### src/pbq_pkg.sv
`timescale 1ns / 1ps
`default_nettype none

package pbq_pkg;

  localparam int IDX_W = 8;   // palette index width
  localparam int CH_W  = 8;   // one color channel
  localparam int BRI_W = 18;  // r^2 + g^2 + b^2 tops out at 195075
  localparam int LANES = 4;   // one lane per pixel of the 2x2 block

  localparam logic OP_WRITE  = 1'b0;
  localparam logic OP_SELECT = 1'b1;

  typedef struct packed {
    logic [CH_W-1:0] red;
    logic [CH_W-1:0] green;
    logic [CH_W-1:0] blue;
  } rgb_t;

  typedef struct packed {
    logic [IDX_W-1:0] addr;
    rgb_t             color;
  } pal_wr_t;

  typedef struct packed {
    logic advance;  // pipeline moves this cycle
    logic wr_en;    // palette write transfer accepted
  } lane_ctrl_t;

endpackage

`default_nettype wire

### src/pbq_merge.sv
`timescale 1ns / 1ps
`default_nettype none

module pbq_merge (
  input  logic [pbq_pkg::LANES-1:0][pbq_pkg::BRI_W-1:0] bright,
  input  logic [pbq_pkg::LANES-1:0][pbq_pkg::IDX_W-1:0] idx,
  output logic [pbq_pkg::IDX_W-1:0]                     chosen
);
  import pbq_pkg::*;

  logic [BRI_W-1:0] lo_bri, hi_bri;
  logic [IDX_W-1:0] lo_idx, hi_idx;

  // strict greater-than keeps the earlier pixel on ties at every level
  always_comb begin
    if (bright[1] > bright[0]) begin
      lo_bri = bright[1];
      lo_idx = idx[1];
    end else begin
      lo_bri = bright[0];
      lo_idx = idx[0];
    end
    if (bright[3] > bright[2]) begin
      hi_bri = bright[3];
      hi_idx = idx[3];
    end else begin
      hi_bri = bright[2];
      hi_idx = idx[2];
    end
    chosen = (hi_bri > lo_bri) ? hi_idx : lo_idx;
  end

endmodule

`default_nettype wire

### config.mk
export PLATFORM = sky130hd
export DESIGN_NAME = pbq_merge
export DESIGN_NICKNAME = d
export VERILOG_FILES = /design/src/pbq_pkg.sv /design/src/pbq_merge.sv
export SDC_FILE = /design/constraint.sdc
export NUM_CORES = 1
export LEC_CHECK = 0
export CAP_MARGIN = 20
export CORE_ASPECT_RATIO = 0.5
export CORE_MARGIN = 4
export CORE_UTILIZATION = 35
export DETAILED_ROUTE_END_ITERATION = 7
export DONT_BUFFER_PORTS = 1
export REMOVE_ABC_BUFFERS = 1
export SLEW_MARGIN = 20
export SYNTH_ARGS = -nofsm -noshare
export SYNTH_HDL_FRONTEND = slang
export SYNTH_SLANG_ARGS = --single-unit
### constraint.sdc
create_clock -name vclk -period 7.1
set_clock_uncertainty 0.05 [all_clocks]
set_input_delay 1.42 -clock vclk [all_inputs]
set_output_delay 1.42 -clock vclk [all_outputs]
set_load 0.01 [all_outputs]
==> reports/results.tsv <==
metric	value	unit
clkbuf count	0	
worst hold start	idx[30]	
Critical Path Max Stage Delay	0.56	ns
die extent in x	117.9	um
Min Clock Period, post-route	6.667	ns
Seq cells	0	
grt ovf	0	
ANT cells	0	
peak supply drop	0.02820	mV
sequential area share after synthesis	0	%
unrepaired setup endpoints after global routing	false	
Warnings, synthesis	0	
max capacitance violation total	0	
Max-slew headroom	74.09	%
Die H	62.95	um
DR vias	2198	
Starting Density	37.35	%
FF/Latch Area	0	um2
global-route wire length before repair	9.970	mm
initial antenna violation count	0	
total track usage	15.94	%
DRT Wirelength	6.426	mm
Final Instance Count excl. Fillers	369	
Nets	456	
die area	7421	um2
critical path's top delay family	compound AO/OA/AOI/OAI gates	
fin util	39.43	%
Buffers on Ports	0	
share of post-route cells with drive strength above 1	7.432	%
CP arrival	5.20	ns
# DRC	0	
critical path's slowest cell	a2111o_1	
Crit. Startpoint	bright[5]	
CP cell instances	inv_1 -> ha_1 -> a21oi_1 -> o21ai_1 -> a2111o_1 -> a22o_1 -> buf_4 -> mux2i_1 -> ha_1 -> nand4_1 -> nor4_1 -> mux2i_1 -> o21a_1 -> a211oi_1 -> a211oi_1 -> buf_4	
core area	5658	um2
Pre-Repair DR Iteration Count	5	
period utilization	93.91	%
Cell Area, Synth	2113	um2
CP Class	in2out	
RD Place Congestion	0.8744	
Initial DRC Count	87	
Max FO, Critical Path	14	
Wirelength per Cell	17.41	um
Routed Antenna Nets	0	
Rows	19	
fillcell total	588	
worst slew pin tran	0.3779	ns
hpwl dp	5.623	mm
placed cells	368	
status	complete, no violations	
Setup-failing EPs final	0	
hold_buf cts	0	
Worst Hold Class	in2out	
largest net degree at the start of global routing	26	
worst hold margin	3.004	ns
P per Cell Area	105.9	nW/um2
post-synth cell types	35	
Gate Count Post-Synth	296	
vias in the first global route	2075	
CP Launch Type	primary input	
Post-Syn Area per Cell	7.139	um2
num ports	112	
CP Buf/Inv Count	3	
Max Fclk	150.0	MHz
Fin. Hold Viols	0	
P_leak	1.078	nW
CP required	5.63	ns
area growth from synthesis to layout	5.565	%
Worst Setup End Kind	output port	
setup_tns	0	ns
final max-slew violation count	0	
Via density	5.957	
multi-input logic area	1873	um2
[cell usage after synthesis, drive strengths merged]
library cell  number  area share, %
o21ai             39            9.2
o31a               1           0.41
a311oi             1           0.71
mux2               1           0.53
nand4             12            3.6
buf                7            2.7
o31ai              1           0.36
nand3              4           0.95
nand2b             3           0.89
a21o               1           0.36
ha                54             32
o211ai             2           0.71
inv               47            8.3
a21oi             21            5.2
a21boi             2           0.71
o21a               6            2.1
nand2             13            2.3
nor4               9            2.7
and4               1           0.41
a22o               1           0.41
mux2i             19            9.0
o32a               1           0.47
nor2              15            2.7
clkbuf             5           0.89
a221oi             8            3.3
or2                1           0.30
a211oi            18            7.8
a2111o             1           0.53
nor3               1           0.24
a31oi              1           0.30
[worst paths after layout]
kind | to | slack (ns) | cells after the start
setup / recovery | chosen[2] | 0.43 | 16
hold / removal | chosen[6] | 3.00 | 2
[cells by family after synthesis]
| kind of cell | count (synthesis) | share of synthesized area [%] |
|---|---|---|
| AOI/OAI and AO/OA | 104 | 32.62 |
| adders and majority gates | 54 | 31.97 |
| buffers and inverters | 59 | 11.90 |
| muxes | 20 | 9.532 |
| and+or+nand+nor | 59 | 13.97 |
[area by class of cell]
type                       count  area share (%)
multi-input combinational    237           83.96
inverter                      47           7.908
tap                           73           4.094
timing repair buffer          12           4.038
[power by group]
part / internal, mW / switching (mW)
combinational: 0.100 / 0.136
clock: 0 / 0
sequential: 0 / 0
[cells in the final DEF (no fill, tap or decap), drive strengths merged]
master and instances:
ha 54, inv 47, o21ai 39, a21oi 21, mux2i 19, a211oi 18
nor2 15, nand2 13, nand4 12, buf 12, nor4 9, a221oi 8
o21a 6, nand3 4, nand2b 3, a21boi 2, o211ai 2, nor3 1
o32a 1, a31oi 1, o31ai 1, or2 1, a21o 1, a311oi 1
and4 1, a2111o 1, a22o 1, mux2 1, o31a 1
[what timing repair did]
action	CTS	global route
resized for setup	0	1
endpoints found under the setup margin	0	7
buffers inserted	0	1
[layer usage]
metal | part of all wire [%] | track usage [%] | routed length [um]
met5 | 0 | 0 | 0
met4 | 0.47 | 1.022 | 30
met3 | 6.7 | 2.351 | 432
met2 | 49 | 29.09 | 3167
met1 | 43 | 20.83 | 2795
[through the flow]
stage / worst slack (ns) / total power, mW / instance area (um2)
6_report: 0.4326 / 0.2362 / 2231
5_1_grt: 0.07457 / 0.2661 / 2231
4_1_cts: 0.004486 / 0.2322 / 2212
3_5_place_dp: 0.009698 / 0.2311 / 2212
3_3_place_gp: 0.2172 / 0.2219 / 2212
2_1_floorplan: 0.1968 / 0.1700 / 2038
Note: power is estimated with default switching activity, not from simulation.
